===== src/rtl/core/vrcw_pkg.sv =====
// ----------------------------------------------------------------------------
// vrcw_pkg
// shared types and constants of the voxel ray cell walker
// ----------------------------------------------------------------------------
package vrcw_pkg;

    localparam int unsigned NUM_AXES  = 3;
    localparam int unsigned AXIS_W    = 2;
    localparam int unsigned EYE_W     = 32;
    localparam int unsigned DIR_W     = 16;
    localparam int unsigned CELL_W    = 16;
    localparam int unsigned SIDE_W    = 32;
    localparam int unsigned REACH_W   = 16;
    localparam int unsigned FRAC_W    = 17;
    localparam int unsigned DIV_CNT_W = 4;
    localparam int unsigned IN_W      = 3 * EYE_W + 3 * DIR_W;
    localparam int unsigned OUT_W     = 3 * CELL_W;
    localparam int unsigned PADDR_W   = 3;
    localparam int unsigned PDATA_W   = 32;

    localparam logic [AXIS_W-1:0]    AXIS_X      = 2'd0;
    localparam logic [AXIS_W-1:0]    AXIS_Y      = 2'd1;
    localparam logic [AXIS_W-1:0]    AXIS_Z      = 2'd2;
    localparam logic [SIDE_W-1:0]    SAT32       = 32'hFFFF_FFFF;
    localparam logic [REACH_W-1:0]   REACH_RESET = 16'd1024;
    localparam logic [DIV_CNT_W-1:0] DIV_LAST    = 4'd15;
    localparam logic [FRAC_W-1:0]    ONE_CELL    = 17'h1_0000;

    typedef enum logic [6:0] {
        ST_IDLE  = 7'b000_0001,
        ST_SETUP = 7'b000_0010,
        ST_DIV   = 7'b000_0100,
        ST_MUL   = 7'b000_1000,
        ST_CHECK = 7'b001_0000,
        ST_STEP  = 7'b010_0000,
        ST_EMIT  = 7'b100_0000
    } t_state;

endpackage


===== src/rtl/core/voxel_ray_cell_walker_core.sv =====
// ----------------------------------------------------------------------------
// voxel_ray_cell_walker_core
// walks the grid cells pierced by a ray, one shared divider and stepper
// ----------------------------------------------------------------------------
// channel   | dir | handshake                 | payload
// ----------+-----+---------------------------+-------------------------------
// ray in    | in  | s_tvalid / s_tready       | s_tdata: eye x,y,z, dir x,y,z
// cell out  | out | m_tvalid / m_tready       | m_tdata: cell x,y,z, tlast, tuser
// config    | in  | psel/penable/pwrite/pready| paddr, pwdata, prdata
//
// a ray takes a setup step per axis, plus radix-4 divide steps and a
// multiply step for each nonzero direction component
// then a check step, and a step and an emit step per emitted cell
// the divider and the compare-add stepper are each one unit reused per axis
// reset is synchronous active low and restores reach_distance to 4.0 cells
// a stalled output holds the walker in its emit step; the next ray is taken
// in the cycle after the last cell request is loaded
// ----------------------------------------------------------------------------
module voxel_ray_cell_walker_core #(
    parameter int unsigned MAX_STEPS = 16
) (
    input  logic                                i_clk,
    input  logic                                i_rst_n,
    // eye_x, eye_y, eye_z (32 each), dir_x, dir_y, dir_z (16 each)
    input  logic [vrcw_pkg::IN_W-1:0]           s_tdata,
    input  logic                                s_tvalid,
    output logic                                s_tready,
    // cell_x, cell_y, cell_z (16 each)
    output logic [vrcw_pkg::OUT_W-1:0]          m_tdata,
    output logic                                m_tlast,
    // no_cell
    output logic                                m_tuser,
    output logic                                m_tvalid,
    input  logic                                m_tready,
    input  logic                                psel,
    input  logic                                penable,
    input  logic                                pwrite,
    input  logic [vrcw_pkg::PADDR_W-1:0]        paddr,
    input  logic [vrcw_pkg::PDATA_W-1:0]        pwdata,
    output logic [vrcw_pkg::PDATA_W-1:0]        prdata,
    output logic                                pready
);

    localparam int unsigned CNT_W = $clog2(MAX_STEPS + 1);

    vrcw_pkg::t_state                     r_state, n_state;
    logic [vrcw_pkg::REACH_W-1:0]         r_reach;
    logic [vrcw_pkg::EYE_W-1:0]           r_eye   [vrcw_pkg::NUM_AXES];
    logic [vrcw_pkg::DIR_W-1:0]           r_dir   [vrcw_pkg::NUM_AXES];
    logic [vrcw_pkg::CELL_W-1:0]          r_cell  [vrcw_pkg::NUM_AXES];
    logic [vrcw_pkg::SIDE_W-1:0]          r_side  [vrcw_pkg::NUM_AXES];
    logic [vrcw_pkg::SIDE_W-1:0]          r_delta [vrcw_pkg::NUM_AXES];
    logic                                 r_sign  [vrcw_pkg::NUM_AXES];
    logic [vrcw_pkg::AXIS_W-1:0]          r_axis;
    logic [CNT_W-1:0]                     r_count;
    logic [vrcw_pkg::DIR_W-1:0]           r_rem;
    logic [vrcw_pkg::SIDE_W-1:0]          r_quot;
    logic [vrcw_pkg::DIV_CNT_W-1:0]       r_div_cnt;
    logic                                 r_out_valid;
    logic [vrcw_pkg::OUT_W-1:0]           r_out_data;
    logic                                 r_out_last;
    logic                                 r_out_user;

    logic                                 in_fire;
    logic                                 cfg_wr;
    logic                                 slot_free;
    logic                                 out_load;
    logic [vrcw_pkg::OUT_W-1:0]           out_data;
    logic                                 out_last;
    logic                                 out_user;

    logic [vrcw_pkg::EYE_W-1:0]           cur_eye;
    logic [vrcw_pkg::DIR_W-1:0]           cur_dir;
    logic [vrcw_pkg::DIR_W-1:0]           cur_mag;
    logic                                 cur_pos;
    logic [vrcw_pkg::FRAC_W-1:0]          cur_frac;
    logic [vrcw_pkg::FRAC_W+30:0]         prod;

    logic [vrcw_pkg::DIR_W:0]             div_t1, div_t2;
    logic                                 div_q1, div_q2;
    logic [vrcw_pkg::DIR_W-1:0]           div_r1, div_r2;

    logic [vrcw_pkg::SIDE_W-1:0]          min01, side_min;
    logic                                 may_cont;
    logic [vrcw_pkg::AXIS_W-1:0]          step_ax;
    logic [vrcw_pkg::SIDE_W:0]            step_sum;
    logic [vrcw_pkg::SIDE_W-1:0]          step_side;
    logic [vrcw_pkg::CELL_W-1:0]          step_cell;

    assign in_fire   = s_tvalid && s_tready;
    assign s_tready  = (r_state == vrcw_pkg::ST_IDLE);
    assign pready    = 1'b1;
    assign cfg_wr    = psel && penable && pwrite && pready && !paddr[2];
    assign prdata    = paddr[2] ? '0 : {{(vrcw_pkg::PDATA_W - vrcw_pkg::REACH_W){1'b0}}, r_reach};

    // per-axis setup
    assign cur_eye  = r_eye[r_axis];
    assign cur_dir  = r_dir[r_axis];
    assign cur_mag  = cur_dir[vrcw_pkg::DIR_W-1] ? (~cur_dir + 16'd1) : cur_dir;
    assign cur_pos  = !cur_dir[vrcw_pkg::DIR_W-1] && (cur_dir != '0);
    assign cur_frac = cur_pos ? (vrcw_pkg::ONE_CELL - {1'b0, cur_eye[15:0]})
                              : {1'b0, cur_eye[15:0]};
    assign prod     = cur_frac * r_quot[30:0];

    // radix-4 restoring divide of 2^30 by the magnitude
    always_comb begin
        div_t1 = {r_rem, 1'b0};
        div_q1 = (div_t1 >= {1'b0, cur_mag});
        div_r1 = div_q1 ? 16'(div_t1 - {1'b0, cur_mag}) : div_t1[15:0];
        div_t2 = {div_r1, (r_div_cnt == '0)};
        div_q2 = (div_t2 >= {1'b0, cur_mag});
        div_r2 = div_q2 ? 16'(div_t2 - {1'b0, cur_mag}) : div_t2[15:0];
    end

    // walk test and axis choice
    always_comb begin
        min01    = (r_side[1] < r_side[0]) ? r_side[1] : r_side[0];
        side_min = (r_side[2] < min01) ? r_side[2] : min01;
        may_cont = (side_min < {8'd0, r_reach, 8'd0}) && (r_count < CNT_W'(MAX_STEPS));
        if (r_side[0] < r_side[1] && r_side[0] < r_side[2]) begin
            step_ax = vrcw_pkg::AXIS_X;
        end else if (r_side[1] < r_side[2]) begin
            step_ax = vrcw_pkg::AXIS_Y;
        end else begin
            step_ax = vrcw_pkg::AXIS_Z;
        end
        step_sum  = {1'b0, r_side[step_ax]} + {1'b0, r_delta[step_ax]};
        step_side = step_sum[vrcw_pkg::SIDE_W] ? vrcw_pkg::SAT32
                                              : step_sum[vrcw_pkg::SIDE_W-1:0];
        step_cell = r_sign[step_ax] ? (r_cell[step_ax] - 16'd1) : (r_cell[step_ax] + 16'd1);
    end

    assign slot_free = !r_out_valid || m_tready;

    always_comb begin
        n_state  = r_state;
        out_load = 1'b0;
        out_data = {r_cell[2], r_cell[1], r_cell[0]};
        out_last = !may_cont;
        out_user = 1'b0;
        case (r_state)
            vrcw_pkg::ST_IDLE: begin
                if (in_fire) begin
                    n_state = vrcw_pkg::ST_SETUP;
                end
            end
            vrcw_pkg::ST_SETUP: begin
                if (cur_mag == '0) begin
                    n_state = (r_axis == vrcw_pkg::AXIS_Z) ? vrcw_pkg::ST_CHECK
                                                           : vrcw_pkg::ST_SETUP;
                end else begin
                    n_state = vrcw_pkg::ST_DIV;
                end
            end
            vrcw_pkg::ST_DIV: begin
                if (r_div_cnt == vrcw_pkg::DIV_LAST) begin
                    n_state = vrcw_pkg::ST_MUL;
                end
            end
            vrcw_pkg::ST_MUL: begin
                n_state = (r_axis == vrcw_pkg::AXIS_Z) ? vrcw_pkg::ST_CHECK
                                                       : vrcw_pkg::ST_SETUP;
            end
            vrcw_pkg::ST_CHECK: begin
                if (may_cont) begin
                    n_state = vrcw_pkg::ST_STEP;
                end else if (slot_free) begin
                    out_load = 1'b1;
                    out_data = '0;
                    out_last = 1'b1;
                    out_user = 1'b1;
                    n_state  = vrcw_pkg::ST_IDLE;
                end
            end
            vrcw_pkg::ST_STEP: begin
                n_state = vrcw_pkg::ST_EMIT;
            end
            vrcw_pkg::ST_EMIT: begin
                if (slot_free) begin
                    out_load = 1'b1;
                    n_state  = may_cont ? vrcw_pkg::ST_STEP : vrcw_pkg::ST_IDLE;
                end
            end
            default: begin
                n_state = vrcw_pkg::ST_IDLE;
            end
        endcase
    end

    always_ff @(posedge i_clk) begin
        if (!i_rst_n) begin
            r_state     <= vrcw_pkg::ST_IDLE;
            r_reach     <= vrcw_pkg::REACH_RESET;
            r_out_valid <= 1'b0;
            r_count     <= '0;
            r_axis      <= vrcw_pkg::AXIS_X;
            r_div_cnt   <= '0;
        end else begin
            r_state <= n_state;
            if (cfg_wr) begin
                r_reach <= pwdata[vrcw_pkg::REACH_W-1:0];
            end
            if (out_load) begin
                r_out_valid <= 1'b1;
            end else if (m_tready) begin
                r_out_valid <= 1'b0;
            end
            case (r_state)
                vrcw_pkg::ST_IDLE: begin
                    r_axis  <= vrcw_pkg::AXIS_X;
                    r_count <= '0;
                end
                vrcw_pkg::ST_SETUP: begin
                    r_div_cnt <= '0;
                    if (cur_mag == '0 && r_axis != vrcw_pkg::AXIS_Z) begin
                        r_axis <= r_axis + 2'd1;
                    end
                end
                vrcw_pkg::ST_DIV: begin
                    r_div_cnt <= r_div_cnt + 4'd1;
                end
                vrcw_pkg::ST_MUL: begin
                    if (r_axis != vrcw_pkg::AXIS_Z) begin
                        r_axis <= r_axis + 2'd1;
                    end
                end
                vrcw_pkg::ST_STEP: begin
                    r_count <= r_count + CNT_W'(1);
                end
                default: begin
                end
            endcase
        end
    end

    // datapath registers
    always_ff @(posedge i_clk) begin
        if (in_fire) begin
            r_eye[0] <= s_tdata[31:0];
            r_eye[1] <= s_tdata[63:32];
            r_eye[2] <= s_tdata[95:64];
            r_dir[0] <= s_tdata[111:96];
            r_dir[1] <= s_tdata[127:112];
            r_dir[2] <= s_tdata[143:128];
        end
        case (r_state)
            vrcw_pkg::ST_SETUP: begin
                r_cell[r_axis] <= cur_eye[31:16];
                r_sign[r_axis] <= !cur_pos;
                r_rem          <= '0;
                r_quot         <= '0;
                if (cur_mag == '0) begin
                    r_delta[r_axis] <= vrcw_pkg::SAT32;
                    r_side[r_axis]  <= vrcw_pkg::SAT32;
                end
            end
            vrcw_pkg::ST_DIV: begin
                r_rem  <= div_r2;
                r_quot <= {r_quot[29:0], div_q1, div_q2};
            end
            vrcw_pkg::ST_MUL: begin
                r_delta[r_axis] <= r_quot;
                r_side[r_axis]  <= prod[47:16];
            end
            vrcw_pkg::ST_STEP: begin
                r_cell[step_ax] <= step_cell;
                r_side[step_ax] <= step_side;
            end
            default: begin
            end
        endcase
        if (out_load) begin
            r_out_data <= out_data;
            r_out_last <= out_last;
            r_out_user <= out_user;
        end
    end

    assign m_tvalid = r_out_valid;
    assign m_tdata  = r_out_data;
    assign m_tlast  = r_out_last;
    assign m_tuser  = r_out_user;

`ifndef ASSERT_OFF
    a_state_onehot: assert property (@(posedge i_clk) disable iff (!i_rst_n)
        $onehot(r_state))
        else $error("walker state not one-hot");

    a_empty_ray_last: assert property (@(posedge i_clk) disable iff (!i_rst_n)
        m_tvalid && m_tuser |-> m_tlast && (m_tdata == '0))
        else $error("empty ray request without last flag or with coordinates");

    a_count_bound: assert property (@(posedge i_clk) disable iff (!i_rst_n)
        r_count <= CNT_W'(MAX_STEPS))
        else $error("cell count beyond step limit");

    a_rem_below_mag: assert property (@(posedge i_clk) disable iff (!i_rst_n)
        (r_state == vrcw_pkg::ST_DIV) |-> (r_rem < cur_mag))
        else $error("divider remainder out of range");

    a_accept_setup: assert property (@(posedge i_clk) disable iff (!i_rst_n)
        in_fire |=> (r_state == vrcw_pkg::ST_SETUP) && (r_axis == vrcw_pkg::AXIS_X))
        else $error("ray accepted without starting setup on x");
`endif

endmodule


===== config.mk =====
export PLATFORM = sky130hd
export DESIGN_NAME = voxel_ray_cell_walker_core
export DESIGN_NICKNAME = d
export VERILOG_FILES = /design/src/rtl/core/vrcw_pkg.sv /design/src/rtl/core/voxel_ray_cell_walker_core.sv
export SDC_FILE = /design/constraint.sdc
export NUM_CORES = 2
export LEC_CHECK = 0
export ABC_CLOCK_PERIOD_IN_PS = 9000
export BUFFER_PORTS_ARGS = -buffer_cell sky130_fd_sc_hd__buf_2
export CORE_ASPECT_RATIO = 1.4
export CORE_UTILIZATION = 50
export CTS_CLUSTER_SIZE = 14
export DETAILED_ROUTE_END_ITERATION = 10
export GPL_TIMING_DRIVEN = 1
export PLACE_DENSITY = 0.72
export SKIP_LAST_GASP = 1
export SYNTH_ARGS = -nofsm -noshare
export SYNTH_HDL_FRONTEND = slang
export SYNTH_SLANG_ARGS = --single-unit

===== constraint.sdc =====
create_clock -name i_clk -period 9 [get_ports i_clk]
set_input_delay 0.45 -clock i_clk [delete_from_list [all_inputs] [get_ports i_clk]]
set_output_delay 0.45 -clock i_clk [all_outputs]
set_load 0.01 [all_outputs]

After elaboration in Yosys (flattened, before gate mapping):

Memory sizes are Yosys's and may differ from the RTL's. A register that Yosys moved wholly into a read port is not among the register bits.
Index checks and enable logic that the tools add are counted.
W data, S select, Z words.

* register bits: 133
* bits in writable memories: 387
* input bits: 186
* output and inout port bits: 85
* word-level logic and storage cells: 142
* memories kept: 6

Memories
* r_delta: depth 3, width 32, rd ports 1, clocked after Yosys merged registers in 0, wr ports 1, RTL line voxel_ray_cell_walker_core.sv:52 `logic [vrcw_pkg::SIDE_W-1:0] r_delta [vrcw_pkg::NUM_AXES];`
* r_eye: depth 3, width 32, rd ports 1, clocked after Yosys merged registers in 1, wr ports 3, RTL line voxel_ray_cell_walker_core.sv:48 `logic [vrcw_pkg::EYE_W-1:0] r_eye [vrcw_pkg::NUM_AXES];`
* r_side: depth 3, width 32, rd ports 4, clocked after Yosys merged registers in 0, wr ports 1, RTL line voxel_ray_cell_walker_core.sv:51 `logic [vrcw_pkg::SIDE_W-1:0] r_side [vrcw_pkg::NUM_AXES];`
* r_cell: depth 3, width 16, rd ports 4, clocked after Yosys merged registers in 0, wr ports 1, RTL line voxel_ray_cell_walker_core.sv:50 `logic [vrcw_pkg::CELL_W-1:0] r_cell [vrcw_pkg::NUM_AXES];`
* r_dir: depth 3, width 16, rd ports 1, clocked after Yosys merged registers in 1, wr ports 3, RTL line voxel_ray_cell_walker_core.sv:49 `logic [vrcw_pkg::DIR_W-1:0] r_dir [vrcw_pkg::NUM_AXES];`
* r_sign: depth 3, width 1, rd ports 1, clocked after Yosys merged registers in 0, wr ports 1, RTL line voxel_ray_cell_walker_core.sv:53 `logic r_sign [vrcw_pkg::NUM_AXES];`

* $add $sub $neg: 10
* multiply operators: 1
* $lt $le $gt $ge: 9
* equal/unequal tests: 16
* mux-type cells: 61
* bitwise logic cells: 3
* reductions and logical operators: 25

Operator list (count)
* $mux W32: 6
* $lt A32 B32 Y1: 5
* $mux W48: 3
* $mux W16: 6
* $pmux W32 S2: 1
* $pmux W7 S7: 1
* $mul A17 B31 Y48: 1
* $mux W7: 5
* $ge A17 B16 Y1: 2
* $add A32 B32 Y33: 1
* $add A16 B1 Y16 const B: 2
* $lt A32 B24 Y1: 1
* $pmux W16 S2: 1
* $reduce_or A32 Y1: 1
* $sub A16 B16 Y16: 2
* $mux W1: 20
* $mux W2: 10
* $mux W17: 1
* $sub A17 B16 Y17 const A: 1
* $logic_not A16 Y1: 1
* $not A16 Y16: 1
* $reduce_bool A16 Y1: 1
* $reduce_or A16 Y1: 1
* $sub A16 B1 Y16 const B: 1
* other kinds (31): 50

Logic depth before layout (Yosys ltp):

An unclocked memory read counts as a cell.

* depth in word-level cells: 11
* gate-level depth with buffers: 37
* mapped depth without buffers: 34

Worst setup path after synthesis:

Ideal clock, no wire load.

* path type: reg-to-reg
* start point: register (tool-made name)
* end point: memory r_side[0][28] in the netlist's numbering, data pin
* setup time: 0.281 ns
* data arrival time: 8.270 ns
* data required time: 8.719 ns
* setup slack: 0.449 ns
* stages on the path, launching flop included: 34
* buffers on the path: 4
* period minus slack after synthesis: 8.551 ns
* path through: dfxtp_1 -> clkbuf_2 -> inv_1 -> buf_2 -> mux2i_1 -> ha_1 -> nand2_1 -> nor3_1 -> a21oi_1 -> clkbuf_1 -> nand2_1 -> xor2_1 -> clkbuf_1 -> nand2_1 -> fa_1 -> fa_1 -> fa_1 -> inv_1 -> fa_1 -> fa_1 -> inv_1 -> fa_1 -> inv_1 -> ha_1 -> a2111oi_0 -> o21ai_0 -> a311o_1 -> o21ai_0 -> a21oi_1 -> o31a_1 -> o21ai_0 -> o21ai_0 -> xnor2_1 -> a22oi_1

RTL lines (RTL line)
* end, declared: voxel_ray_cell_walker_core.sv:51

==> results.py <==
metrics = {
    "status": {
        "status": "finished clean",
    },
    "routing": {
        "top_layer": "met5",
        "drcViolationCount": 0,
        "avgViaCountPerCell": 5.375,
        "dr_wl_met3_um": 4190,
        "drt-met1-wl_um": 43190,
        "dr.pass1.iters": 7,
        "totalWireLength_um": 109700,
        "drtAntennaViolNets": 0,
        "dr.first_iter.drc_count": 1722,
        "vias": 32760,
        "post_drt_wl_per_cell_um": 18.00,
        "wl_met2_um": 58020,
    },
    "worst_setup_path": {
        "cp-start-kind": "register",
        "path_class": "register to register",
        "crit_path_end_kind": "register",
        "max_stage_delay_ns": 0.54,
        "worstPathRequired_ns": 9.35,
        "critPathArrivalTime_ns": 9.08,
        "cpMaxStageDelayCell": "fa_1",
        "rr_worst_depth": 37,
        "path_max_fanout": 12,
        "cpMostUsedCell": "fa_1",
    },
    "layout": {
        "area_delta_synth_final_pct": 15.62,
        "post_layout_nonfiller_instances": 6095,
        "diodes": 0,
        "design_area_sq_mm": 0.05186,
        "ff_latch_area_sq_mm": 0.01531,
        "multi_input_area_sq_mm": 0.02669,
        "fin_nets": 5845,
        "layout-drive-gt1-share": 0.1324,
        "final_cell_mix": "651 x inv_1, 496 x nand2_1, 485 x edfxtp_1",
        "fillCellCount": 7186,
        "postLayoutCoreUtil": 0.5853,
        "layout_commonest_cell": "inv_1",
    },
    "worst_hold_path": {
        "hold_class": "input pin to register",
        "hold_depth": 3,
    },
    "die": {
        "design.core.area_sq_mm": 0.08861,
        "ioPinCount": 271,
        "rows": 129,
        "die_w_um": 255.1,
        "initial_core_util": 0.5062,
        "die_area_sq_mm": 0.09093,
        "fp.dieH_um": 356.4,
    },
    "sta": {
        "clock_skew_ns": 0.04446,
        "hold_viol": 0,
        "maxSlewViolCount": 0,
        "rsz0062_at_grt": "yes",
        "finalSetupViolCount": 0,
        "fmax_ghz": 0.1145,
        "period_needed_ns": 8.733,
        "hold_ws_ns": 0.07992,
        "slew_headroom": 0.3048,
        "fin_crit_sh": 0.9704,
        "worst_pin_slew_ns": 1.043,
    },
    "clocking": {
        "clk_path_buf_depth": 3,
        "cts_tree": "done",
        "clkSinkCount": 522,
        "clk_pin_slew_ns": 0.06,
        "clkLatencyLatePin_ns": 0.65,
        "clock-root-buffer": "clkbuf_16",
        "cts_buffers": 51,
        "htree_levels": 2,
    },
    "yosys": {
        "synthFlopType": "edfxtp_1",
        "synth_area_leaders": "edfxtp_1 32%, fa_1 19%, ha_1 9.7%",
        "ys_warn_count": 0,
        "synth_area_sq_mm": 0.04486,
        "synth_seq_cells": 522,
        "async_flop_share": 0,
        "synth.avg_cell_area_sq_um": 10.06,
        "yosysUniqueCellTypes": 85,
        "yosys.area.top_type": "edfxtp_1",
        "synthCells": 4461,
        "netlist.area_leader.share": 0.3247,
        "seq_area_frac_synth": 0.3412,
        "synth_edf_count": 485,
    },
    "placed_design": {
        "gp_congestion": 0.9245,
        "portBuffers": 235,
        "placed_cell_area_sq_mm": 0.04827,
        "hpwl_um": 82540,
        "dp.cells": 5841,
    },
    "global_routing": {
        "grt_max_degree": 85,
        "antenna_found_initial": 1,
        "track_usage": 0.2452,
        "grt_pass1_vias": 34420,
        "globalRoute.totalOverflow": 0,
        "grt_pass1_wl_um": 175200,
    },
    "flow_run": {
        "drv_cap": 0,
    },
}
layout make-up:
type                            instances  area share
Multi-Input combinational cell       3089      0.5146
Clock inverter                         31    0.006900
Tap cell                             1179     0.02844
Sequential cell                       522      0.2952
Inverter                              654     0.04733
Clock buffer                           62     0.02579
Timing Repair Buffer                  558     0.08174
state kept, by name, summed over array words and instances (netlist names), named ones only:
| register | cells |
|---|---|
| m_tdata | 48 |
| m_tlast | 1 |
| m_tuser | 1 |
| m_tvalid | 1 |
| r_axis | 2 |
| r_cell | 48 |
| r_count | 5 |
| r_delta | 96 |
| r_dir | 48 |
| r_div_cnt | 4 |
| r_eye | 96 |
| r_quot | 32 |
| r_reach | 16 |
| r_rem | 16 |
| r_side | 96 |
| r_sign | 3 |
| r_state | 7 |
metrics by stage:
stage	worst slack (ns)	TNS (ns)
global placement	0.05331	0
CTS	0.001348	0
floorplan	0.4488	0
detailed placement	-0.04118	-0.3984
finish	0.2666	0
global route	-0.06832	-1.255
per-layer routing:
layer  global-route usage  up-vias
li1                     -    15560
met1               0.2853    16090
met2               0.4585      850
met3              0.02459      251
met4              0.09401        2
met5                    0        -
logic make-up (layout without fill, tap and decap cells):
logic type	Yosys count	in the layout	share of synthesized area
AND/OR/NAND/NOR	1333	1333	0.1419
flip-flops	522	522	0.3412
AO/OA/AOI/OAI	696	696	0.09467
adder cells (fa/ha/maj)	783	783	0.2914
multiplexers	137	137	0.03155
other	2	17	0.0001674
buffers and inverters	865	1305	0.07515
XOR/XNOR	123	123	0.02402
critical path: cells and delay by family, from the launching register on:
| kind | cells | cell delay (ns) |
|---|---|---|
| flops | 1 | 0.41 |
| fa+ha+maj | 7 | 3.45 |
| buf+inv | 10 | 1.08 |
| simple gates | 8 | 1.14 |
| mux | 2 | 0.55 |
| compound gates | 9 | 1.61 |
| xor+xnor | 1 | 0.16 |
cells in the mapped netlist (6+ instances only):
master,count
inv_1,652
nand2_1,499
edfxtp_1,485
fa_1,436
ha_1,347
a21oi_1,311
and2_1,291
nor2_1,284
clkbuf_1,146
o21ai_0,116
mux2i_1,111
xnor2_1,63
a21o_1,61
xor2_1,60
nand3_1,51
or2_2,38
dfxtp_1,37
nand4_1,33
a22oi_1,29
buf_1,27
nor3_1,27
nor2b_1,25
mux2_2,23
a21boi_0,20
a31oi_1,19
o21a_1,19
buf_4,18
and3_1,17
nor4_1,15
o211ai_1,15
buf_2,14
nand2b_1,13
a211oi_1,12
o21bai_1,12
or3_1,10
o22ai_1,7
o31ai_1,7
a2bb2oi_1,6
final timing paths:
kind,start,end,slack [ns]
worst min-delay path,pwdata[10],r_reach[10],0.08
worst max-delay path,register,r_side[0][31],0.27
worst max register to register,register,r_side[0][31],0.27
worst min register to register,r_reach[7],r_reach[7],0.46
timing repair:
action / CTS / global route
endpoints found under the setup margin: 26 / 78
hold buffers: 144 / 0
cloned: 0 / 2
hold endpoints to repair: 144 / 0
pin swaps: 2 / 31
setup buffers: 2 / 13
resized for setup: 5 / 68
Power is left out: the tool's default activity adds up to more than one toggle a clock period on the data nets, which glitch-free logic cannot reach.
